**src/canopen_drive_status_receiver_assert.svh**
```systemverilog
// Assertion macros for the drive status receiver.
`ifndef CANOPEN_DRIVE_STATUS_RECEIVER_ASSERT_SVH
`define CANOPEN_DRIVE_STATUS_RECEIVER_ASSERT_SVH
`ifndef ASSERT_OFF
`define CDSR_ASSERT(lbl, prop, msg) \
  lbl: assert property (@(posedge clk_i) disable iff (!rst_ni) prop) else $error(msg);
`define CDSR_ASSERT_NEVER(lbl, cond, msg) \
  `CDSR_ASSERT(lbl, !(cond), msg)
`else
`define CDSR_ASSERT(lbl, prop, msg)
`define CDSR_ASSERT_NEVER(lbl, cond, msg)
`endif
`endif

```
**src/cdsr_pkg.sv**
```systemverilog
// Types and constants shared by the drive status receiver modules.
package cdsr_pkg;

  localparam logic [15:0] OBJ_STATUS_WORD = 16'h6041;
  localparam logic [15:0] OBJ_ERROR_CODE  = 16'h603F;
  localparam logic [3:0]  BASE_EMCY  = 4'h1;
  localparam logic [3:0]  BASE_TPDO1 = 4'h3;
  localparam logic [3:0]  BASE_TPDO2 = 4'h5;
  localparam logic [3:0]  BASE_SDO   = 4'hB;
  localparam logic [7:0]  EMCY_COMM_HI = 8'h81;
  localparam logic [15:0] EMCY_COMM_FAULT = 16'h8130;
  localparam logic [7:0]  SDO_CMD_MASK = 8'hE0;
  localparam logic [7:0]  SDO_CMD_UPLOAD = 8'h40;

  localparam logic [1:0] MSG_NONE     = 2'd0;
  localparam logic [1:0] MSG_SW_FAULT = 2'd1;
  localparam logic [1:0] MSG_EMCY     = 2'd2;

  localparam int FL_READY    = 0;
  localparam int FL_SWITCHED = 1;
  localparam int FL_OPEN     = 2;
  localparam int FL_FAULT    = 3;
  localparam int FL_MOTOR    = 4;
  localparam int FL_VALID    = 5;

  localparam logic [3:0] FB_POS_VEL = 4'h9;
  localparam logic [3:0] FB_CURRENT = 4'hA;
  localparam logic [3:0] FB_DEMANDS = 4'h4;

  typedef enum logic [1:0] {
    RK_STATUS   = 2'd0,
    RK_FEEDBACK = 2'd1,
    RK_CURRENT  = 2'd2
  } report_kind_e;

  typedef enum logic [2:0] {
    FK_NONE  = 3'd0,
    FK_TPDO1 = 3'd1,
    FK_TPDO2 = 3'd2,
    FK_SW    = 3'd3,
    FK_ERR   = 3'd4,
    FK_EMCY  = 3'd5
  } frame_kind_e;

  typedef struct packed {
    frame_kind_e kind;
    logic        side;
    logic        full;
  } event_t;

  typedef struct packed {
    logic [15:0] sw;
    logic [15:0] err;
    logic [5:0]  flags;
    logic [1:0]  msg;
    logic        pend;
    logic [31:0] pos;
    logic [31:0] vel;
    logic [15:0] cur;
    logic [31:0] vd;
    logic [15:0] cd;
    logic [3:0]  fb;
  } node_t;

  typedef struct packed {
    logic         emit;
    report_kind_e kind;
    logic         side;
    logic         req;
    node_t        node;
  } result_t;

endpackage

```
**src/canopen_drive_status_receiver.sv**
```systemverilog
// Top level of the CANopen drive status receiver for two drives.
// One received CAN frame is taken per request into an input register, classified and
// applied to the state of the matching drive, and at most one report is placed in the
// output register. A report is registered when its frame leaves the input register, and
// a new frame is accepted every cycle while the output side keeps taking reports; the
// single input register and the single result register set that rate. Node ids are written
// over the APB port at addresses 0 and 4 and should be changed only while idle.
module canopen_drive_status_receiver (
  input  logic               clk_i,
  input  logic               rst_ni,
  input  logic               psel,
  input  logic               penable,
  input  logic               pwrite,
  input  logic [2:0]         paddr,
  input  logic [31:0]        pwdata,
  output logic [31:0]        prdata,
  output logic               pready,
  input  logic               in_valid_i,
  output logic               in_stall_o,
  input  logic [10:0]        can_id_i,
  input  logic [3:0]         frame_length_i,
  input  logic [7:0]         byte0_i,
  input  logic [7:0]         byte1_i,
  input  logic [7:0]         byte2_i,
  input  logic [7:0]         byte3_i,
  input  logic [7:0]         byte4_i,
  input  logic [7:0]         byte5_i,
  input  logic [7:0]         byte6_i,
  input  logic [7:0]         byte7_i,
  output logic               out_valid_o,
  input  logic               out_stall_i,
  output logic [1:0]         report_kind_o,
  output logic               side_o,
  output logic [15:0]        drive_status_word_o,
  output logic [15:0]        drive_error_code_o,
  output logic [7:0]         status_flags_o,
  output logic               request_error_read_o,
  output logic signed [31:0] position_o,
  output logic signed [31:0] velocity_o,
  output logic signed [15:0] current_o,
  output logic signed [31:0] velocity_setpoint_o,
  output logic signed [15:0] current_setpoint_o,
  output logic [3:0]         feedback_flags_o
);
  import cdsr_pkg::*;

  localparam logic REG_LEFT  = 1'b0;
  localparam logic REG_RIGHT = 1'b1;

  logic [6:0]  left_q, right_q;
  logic        in_valid_q;
  logic [10:0] can_id_q;
  logic [3:0]  len_q;
  logic [63:0] data_q;
  logic        advance;
  event_t      ev;
  result_t     res;
  logic        out_valid_q;
  result_t     out_q;

  assign pready = 1'b1;

  always_comb begin
    case (paddr[2])
      REG_LEFT:  prdata = {25'd0, left_q};
      REG_RIGHT: prdata = {25'd0, right_q};
      default:   prdata = 32'd0;
    endcase
  end

  always_ff @(posedge clk_i or negedge rst_ni) begin
    if (!rst_ni) begin
      left_q  <= 7'd1;
      right_q <= 7'd2;
    end else if (psel && penable && pwrite) begin
      case (paddr[2])
        REG_LEFT:  left_q  <= pwdata[6:0];
        REG_RIGHT: right_q <= pwdata[6:0];
        default:   left_q  <= left_q;
      endcase
    end
  end

  assign advance    = in_valid_q && (!out_valid_q || !out_stall_i);
  assign in_stall_o = in_valid_q && !advance;

  always_ff @(posedge clk_i or negedge rst_ni) begin
    if (!rst_ni) begin
      in_valid_q <= 1'b0;
    end else if (!in_stall_o) begin
      in_valid_q <= in_valid_i;
    end
  end

  always_ff @(posedge clk_i) begin
    if (!in_stall_o && in_valid_i) begin
      can_id_q <= can_id_i;
      len_q    <= frame_length_i;
      data_q   <= {byte7_i, byte6_i, byte5_i, byte4_i, byte3_i, byte2_i, byte1_i, byte0_i};
    end
  end

  cdsr_decode u_decode (
    .can_id_i        (can_id_q),
    .frame_length_i  (len_q),
    .data_i          (data_q),
    .left_node_id_i  (left_q),
    .right_node_id_i (right_q),
    .event_o         (ev)
  );

  cdsr_nodes u_nodes (
    .clk_i    (clk_i),
    .rst_ni   (rst_ni),
    .en_i     (advance),
    .event_i  (ev),
    .data_i   (data_q),
    .result_o (res)
  );

  always_ff @(posedge clk_i or negedge rst_ni) begin
    if (!rst_ni) begin
      out_valid_q <= 1'b0;
    end else if (advance) begin
      out_valid_q <= res.emit;
    end else if (!out_stall_i) begin
      out_valid_q <= 1'b0;
    end
  end

  always_ff @(posedge clk_i) begin
    if (advance && res.emit) out_q <= res;
  end

  assign out_valid_o          = out_valid_q;
  assign report_kind_o        = out_q.kind;
  assign side_o               = out_q.side;
  assign drive_status_word_o  = out_q.node.sw;
  assign drive_error_code_o   = out_q.node.err;
  assign status_flags_o       = {out_q.node.msg, out_q.node.flags};
  assign request_error_read_o = out_q.req;
  assign position_o           = $signed(out_q.node.pos);
  assign velocity_o           = $signed(out_q.node.vel);
  assign current_o            = $signed(out_q.node.cur);
  assign velocity_setpoint_o  = $signed(out_q.node.vd);
  assign current_setpoint_o   = $signed(out_q.node.cd);
  assign feedback_flags_o     = out_q.node.fb;

`include "canopen_drive_status_receiver_assert.svh"

  `CDSR_ASSERT(a_req_on_status, out_valid_o && request_error_read_o |-> report_kind_o == RK_STATUS, "error read request outside a status report")
  `CDSR_ASSERT(a_stall_cause, in_stall_o |-> in_valid_q && out_valid_o && out_stall_i, "input stalled without a held report")
  `CDSR_ASSERT_NEVER(a_fb_any, out_valid_o && feedback_flags_o != 4'd0 && !feedback_flags_o[3], "feedback valid without any-valid bit")

endmodule

```
**src/cdsr_decode.sv**
```systemverilog
// Frame classifier: identifier range, node match, length, SDO command and index checks.
module cdsr_decode (
  input  logic [10:0]          can_id_i,
  input  logic [3:0]           frame_length_i,
  input  logic [63:0]          data_i,
  input  logic [6:0]           left_node_id_i,
  input  logic [6:0]           right_node_id_i,
  output cdsr_pkg::event_t     event_o
);
  import cdsr_pkg::*;

  logic [3:0]  base;
  logic [6:0]  nid;
  logic        hit;
  logic [15:0] index;

  assign base  = can_id_i[10:7];
  assign nid   = can_id_i[6:0];
  assign hit   = (nid == left_node_id_i) || (nid == right_node_id_i);
  assign index = data_i[23:8];

  always_comb begin
    event_o.kind = FK_NONE;
    event_o.side = (nid != left_node_id_i);
    event_o.full = (frame_length_i >= 4'd8);
    case (base)
      BASE_TPDO1: begin
        if (hit && frame_length_i >= 4'd8) event_o.kind = FK_TPDO1;
      end
      BASE_TPDO2: begin
        if (hit && frame_length_i >= 4'd2) event_o.kind = FK_TPDO2;
      end
      BASE_SDO: begin
        if (hit && frame_length_i >= 4'd6 && (data_i[7:0] & SDO_CMD_MASK) == SDO_CMD_UPLOAD
            && data_i[31:24] == 8'h00) begin
          if (index == OBJ_STATUS_WORD) event_o.kind = FK_SW;
          else if (index == OBJ_ERROR_CODE) event_o.kind = FK_ERR;
        end
      end
      BASE_EMCY: begin
        if (hit && nid != 7'd0 && frame_length_i >= 4'd3) event_o.kind = FK_EMCY;
      end
      default: event_o.kind = FK_NONE;
    endcase
  end

endmodule

```
**src/cdsr_nodes.sv**
```systemverilog
// Per-drive state of both drives and the update for one frame.
module cdsr_nodes (
  input  logic                clk_i,
  input  logic                rst_ni,
  input  logic                en_i,
  input  cdsr_pkg::event_t    event_i,
  input  logic [63:0]         data_i,
  output cdsr_pkg::result_t   result_o
);
  import cdsr_pkg::*;

  node_t node_q [2];
  node_t cur;
  node_t nw;
  logic  prior_fault;
  logic  fault;
  logic  req;
  logic  emit;
  report_kind_e kind;
  logic [15:0] val;
  logic [15:0] code;

  assign cur  = node_q[event_i.side];
  assign val  = data_i[47:32];
  assign code = data_i[15:0];
  assign prior_fault = cur.flags[FL_VALID] && cur.flags[FL_FAULT];
  assign fault = val[3];

  always_comb begin
    nw   = cur;
    emit = 1'b0;
    req  = 1'b0;
    kind = RK_STATUS;
    case (event_i.kind)
      FK_TPDO1: begin
        nw.pos = data_i[31:0];
        nw.vel = data_i[63:32];
        nw.fb  = cur.fb | FB_POS_VEL;
        emit   = 1'b1;
        kind   = RK_FEEDBACK;
      end
      FK_TPDO2: begin
        nw.cur = data_i[15:0];
        nw.fb  = cur.fb | FB_CURRENT;
        if (event_i.full) begin
          nw.vd = data_i[47:16];
          nw.cd = data_i[63:48];
          nw.fb = cur.fb | FB_CURRENT | FB_DEMANDS;
        end
        emit = 1'b1;
        kind = RK_CURRENT;
      end
      FK_SW: begin
        nw.sw = val;
        nw.flags = {1'b1, val[1] & val[2], val[3:0]};
        if (fault) begin
          if (cur.msg == MSG_NONE) nw.msg = MSG_SW_FAULT;
        end else begin
          nw.msg = MSG_NONE;
        end
        if (fault && !prior_fault) begin
          if (!cur.pend) begin
            req     = 1'b1;
            nw.pend = 1'b1;
          end
        end else if (!fault && prior_fault) begin
          nw.pend = 1'b0;
        end
        emit = 1'b1;
      end
      FK_ERR: begin
        nw.pend = 1'b0;
        if (val != cur.err) begin
          nw.err = val;
          emit   = 1'b1;
        end
      end
      FK_EMCY: begin
        nw.flags[FL_VALID] = 1'b1;
        if (code != 16'h0000 && code[15:8] == EMCY_COMM_HI && code != EMCY_COMM_FAULT) begin
          nw.err = code;
        end else if (code != 16'h0000) begin
          nw.err = code;
          nw.flags[FL_FAULT] = 1'b1;
          nw.flags[FL_MOTOR] = 1'b0;
          nw.flags[FL_OPEN]  = 1'b0;
          nw.msg  = MSG_EMCY;
          nw.pend = 1'b1;
        end else begin
          nw.msg = MSG_NONE;
        end
        emit = 1'b1;
      end
      default: emit = 1'b0;
    endcase
  end

  always_ff @(posedge clk_i or negedge rst_ni) begin
    if (!rst_ni) begin
      for (int i = 0; i < 2; i++) node_q[i] <= '0;
    end else if (en_i && event_i.kind != FK_NONE) begin
      node_q[event_i.side] <= nw;
    end
  end

  assign result_o.emit = emit;
  assign result_o.kind = kind;
  assign result_o.side = event_i.side;
  assign result_o.req  = req;
  assign result_o.node = nw;

endmodule

```
**config.mk**
```make
export PLATFORM = sky130hd
export DESIGN_NAME = canopen_drive_status_receiver
export DESIGN_NICKNAME = d
export VERILOG_FILES = /design/src/cdsr_pkg.sv /design/src/canopen_drive_status_receiver.sv /design/src/cdsr_decode.sv /design/src/cdsr_nodes.sv
export VERILOG_INCLUDE_DIRS = /design/src /design/src/src
export SDC_FILE = /design/constraint.sdc
export NUM_CORES = 1
export LEC_CHECK = 0
export BUFFER_PORTS_ARGS = -buffer_cell sky130_fd_sc_hd__buf_4
export CAP_MARGIN = 20
export CORE_MARGIN = 2
export CORE_UTILIZATION = 45
export CTS_BUF_LIST = sky130_fd_sc_hd__clkbuf_4
export CTS_CLUSTER_SIZE = 16
export DETAILED_ROUTE_END_ITERATION = 6
export GPL_TIMING_DRIVEN = 0
export PLACE_DENSITY = 0.68
export SYNTH_ARGS = -nofsm -noshare
export SYNTH_HDL_FRONTEND = slang
export SYNTH_HIERARCHICAL = 1
export SYNTH_SLANG_ARGS = --single-unit
export TNS_END_PERCENT = 50
```
**constraint.sdc**
```tcl
create_clock -name clk_i -period 24.2 [get_ports clk_i]
set_input_delay 4.84 -clock clk_i [delete_from_list [all_inputs] [get_ports clk_i]]
set_output_delay 4.84 -clock clk_i [all_outputs]
set_load 0.005 [all_outputs]
```
Word-level counts from Yosys, hierarchy flattened

Cells that the tools add are included.

Register bits: 617
Bits of input ports: 121

Magnitude comparators: 6
Eq/ne operators: 19
Muxes and demuxes: 42
Bitwise gates (word level): 3
Reduce and logical (&&, ||, !) cells: 37

Operator list:

| kind                 | count |
|---|---|
| $mux 173             | 4 |
| $bwmux 346           | 1 |
| $demux 173 s1        | 1 |
| $mux 64              | 2 |
| $mux 16              | 4 |
| $pmux 32 s2          | 1 |
| $mux 52              | 1 |
| $eq 16x15->1 const B | 2 |
| $pmux 16 s2          | 1 |
| $mux 3               | 7 |
| $logic_and 1x1->1    | 20 |
| $ne 16x16->1         | 1 |
| $ne 16x16->1 const B | 1 |
| $pmux 4 s2           | 2 |
| $reduce_bool 16->1   | 1 |
| $eq 7x7->1           | 2 |
| $pmux 3 s4           | 1 |
| $mux 2               | 5 |
| $eq 3x2->1 const B   | 3 |
| $eq 8x8->1 const B   | 1 |
| $ge 4x2->1 const B   | 2 |
| $logic_not 8->1      | 1 |
| $mux 1               | 8 |
| $pmux 2 s2           | 2 |
| 24 further kinds     | 33 |

Depth between registers and ports, before layout

Depth in word-level cells: 11
Depth in mapped cells: 13

Modules after synthesis

Netlist, hierarchy kept.

Modules (own cells, without submodules):

| module                        | instances | cells an instance | area each (um2) |
|---|---|---|---|
| cdsr_nodes                    | 1         | 1768              | 17057.6 |
| canopen_drive_status_receiver | 1         | 332               | 8590.7 |
| cdsr_decode                   | 1         | 48                | 377.9 |

Worst setup path before layout

Ideal clock, no wire load.

Path kind: input to register
From: input port out_stall_i
To: register out_q (netlist bit current_o[0]), enable pin
Setup time: 771 ps
Arrival: 13311 ps
Setup slack: 10118 ps
Stages: 1
Path through: a21oi_1

Longest elaborated chain between the ends: 4

RTL lines:

| what                 | line                                 | RTL |
|---|---|---|
| from (decl)          | canopen_drive_status_receiver.sv:31  | `input logic out_stall_i,` |
| $logic_not 1->1      | --                                   |  |
| $logic_or 1x1->1     | canopen_drive_status_receiver.sv:84  | `assign advance = in_valid_q && (!out_valid_q \|\| !out_stall_i);` |
| $logic_and 1x1->1    | canopen_drive_status_receiver.sv:84  |  |
| $logic_and 1x1->1    | canopen_drive_status_receiver.sv:132 | `if (advance && res.emit) out_q <= res;` |
| to (signal assigned) | canopen_drive_status_receiver.sv:132 |  |
| to (decl)            | canopen_drive_status_receiver.sv:59  | `result_t out_q;` |

No other way between the ends.
A chain may end at the register's enable or synchronous reset.

Worst setup path in the final report

From: input port paddr[2]
To: output port prdata[3]

Longest elaborated chain between the ends: 2

RTL lines:

| what            | line                                | RTL |
|---|---|---|
| from (decl)     | canopen_drive_status_receiver.sv:14 | `input logic [2:0] paddr,` |
| $not 1->1       | --                                  |  |
| $pmux 32 s2 (*) | canopen_drive_status_receiver.sv:64 | `case (paddr[2])` |
| to (decl)       | canopen_drive_status_receiver.sv:16 | `output logic [31:0] prdata,` |

Every way passes the cells marked *; elsewhere a longest branch is shown, timed or not. The select of a mux whose other input is x is not followed.

==> summary.md <==
| Metric | Value |
|---|---|
| Status | `complete, no violations` |
| Clock period minus worst slack | `10.30 ns` |
| Final Non-Filler Cells | `3,526` |
| CP Cell Sequence | `buf_6 > mux2_2 > buf_4` |
| Clock Latency Late Sink | `1.00 ns` |
| Total GRT Usage | `0.2532` |
| Wire length per cell | `21.38 um` |
| Worst-path clk slew | `0.05 ns` |
| Number of global-route vias before repair | `19,280` |
| Worst Hold Class | `reg -> reg` |
| Syn Area/Cell | `12.12 um^2` |
| Reg2reg setup slack | `18.91 ns` |
| Critical Path AT | `5.46 ns` |
| Number of core rows | `88` |
| Achievable clock frequency | `97.08 MHz` |
| Routed vias/inst | `5.400` |
| Area delta synth->final | `21.81%` |
| Core area | `0.05748 mm^2` |
| Input/output buffers | `277` |
| Ys Warns | `6` |
| Initial Utilization | `0.4528` |
| Lkg Pwr | `15.58 nW` |
| Die width | `244.5 um` |
| Setup slack after layout | `13.90 ns` |
| Share of cells above drive strength 1 | `0.2917` |
| Tightest Pin Transition | `0.9070 ns` |
| Post-synthesis cell count | `2,147` |
| Placed wire-length estimate | `52,180 um` |
| Initial antenna violation count | `1` |
| Slew headroom | `0.3927` |
| RSZ-0062 raised after global routing | `false` |
| CP Class | `in -> out` |
| CP max FO | `9` |
| Worst r2r src | `data_q[14]` |
| WHS | `0.4804 ns` |
| WL final | `75,400 um` |
| CTS Buffer Depth | `3` |
| CP startpoint | `paddr[2]` |
| DP Cell Count | `3,224` |
| Die area | `0.05977 mm^2` |
| Setup TNS | `0 ns` |
| Clk_skew | `0.06694 ns` |
| Tcrit/Tclk final | `0.4257` |
| Nets | `2,743` |
| MaxCap Viol Count | `0` |
| Final Hold Viols | `0` |
| Slowest cell on crit path | `mux2_2` |
| Final setup viols | `0` |
| Initial DRC count | `1,896` |
| Syn Std Cell Area | `0.02602 mm^2` |
| Pre-CTS setup slack | `13.90 ns` |
| CTS sink cnt | `617` |
| Clock root buffer | `clkbuf_4` |
| Max incr delay on CP | `0.36 ns` |
| Hold Buf Count CTS | `0` |
| Top-Level Pins | `332` |
| Post-CTS sizing | `0` |
| Pwr Density | `68.60 mW/mm^2` |
| Critical R2R Capture | `velocity_o[12]` |
| H-tree Lvls | `4` |
| # DRC | `0` |
| CP startpoint kind | `primary input` |
| Largest net degree at the start of global routing | `126` |
| Detail Route Antenna Nets | `0` |
| Layout Utilization | `0.5515` |
| Worst vdd ir | `40.25 uV` |
| Global placement routability congestion | `0.8739` |
| Worst path required time | `19.36 ns` |
| Critical Path End Type | `output port` |
| Reg2Reg Depth | `14` |
| DRT Pass-1 Iters | `7` |
| First-pass GRT wire length | `113,500 um` |
| TritonCTS clock tree | `done` |
| Grt ovf | `0` |
| Die height | `244.5 um` |
| Crit path capture | `prdata[3]` |
| Post-CTS setup buffer count | `0` |
| Final max-slew violation count | `0` |
| Inserted Clock Buffers | `161` |
| Vias | `19,040` |
==> worst max-delay path: cells and delay by family <==
kind	cells	cell delay [ns]
buf+inv	2	0.26
mux	1	0.36
==> routing by layer <==
| layer | GRT usage | wire [um] | up-vias |
|---|---|---|---|
| li1 | - | - | 8487 |
| met1 | 0.3316 | 31060 | 9548 |
| met2 | 0.3986 | 35920 | 847 |
| met3 | 0.05718 | 5395 | 158 |
| met4 | 0.1255 | 3019 | 0 |
| met5 | 0 | 0 | - |
==> per-stage QoR <==
stage                     power [mW]  area, um^2
after CTS                      2.201       31700
final                          2.175       31700
after global placement         1.223       29150
after global routing           2.263       31700
after detailed placement       1.226       29440
after floorplan                1.171       26110
==> worst min path at each step <==
stage                   startpoint                   to  slack (ns)  cells after the start
2_1_floorplan  u_nodes/node_q[173]  u_nodes/node_q[173]        0.43                      1
3_3_place_gp   u_nodes/node_q[174]  u_nodes/node_q[174]        0.44                      1
3_5_place_dp     u_nodes/node_q[2]    u_nodes/node_q[2]        0.46                      1
4_1_cts          u_nodes/node_q[1]    u_nodes/node_q[1]        0.48                      1
5_1_grt          u_nodes/node_q[2]    u_nodes/node_q[2]        0.49                      1
6_report        u_nodes/node_q[98]   u_nodes/node_q[98]        0.48                      2
==> power breakdown <==
part / internal [mW] / total, mW / leakage, nW / switching [mW]
combinational: 0.0374 / 0.0806 / 6.96 / 0.0432
clock: 0.535 / 0.969 / 1.34 / 0.433
sequential: 1.10 / 1.13 / 7.27 / 0.0221
==> cell usage in the layout (no fill, tap or decap), drive strengths merged, types with 5 or more instances in the layout <==
| master | count |
|---|---|
| buf | 381 |
| dfrtp | 360 |
| clkbuf | 329 |
| nand2 | 308 |
| o21ai | 295 |
| edfxtp | 255 |
| mux2i | 184 |
| inv | 121 |
| mux2 | 118 |
| nor2 | 98 |
| a21oi | 88 |
| conb | 26 |
| clkinv | 25 |
| xor2 | 24 |
| a22o | 17 |
| o22a | 9 |
| o22ai | 9 |
| nor4 | 9 |
| nand4 | 9 |
| and2 | 7 |
| xnor2 | 6 |
| nor2b | 6 |
| nor3 | 6 |
| nand3 | 5 |
==> final cells by class <==
cell class / count / area (um^2)
tap: 765 / 957.2
clock inverter: 38 / 277.8
inverter: 116 / 435.4
multi-input combinational: 1279 / 8115
antenna: 1 / 2.502
sequential: 617 / 16720
clock buffer: 263 / 1974
buffer: 159 / 857.1
fill: 4867 / 25780
timing repair buffer: 288 / 2360
==> sequential cells by signal, summed over array words and instances, names as in the netlist, 8 cells and up <==
signal               flops
u_nodes/node_q         346
data_q                  64
position_o              32
velocity_o              32
velocity_setpoint_o     32
current_o               16
current_setpoint_o      16
drive_error_code_o      16
drive_status_word_o     16
can_id_q                11
status_flags_o           8
Power figures use the tool's default switching activity.
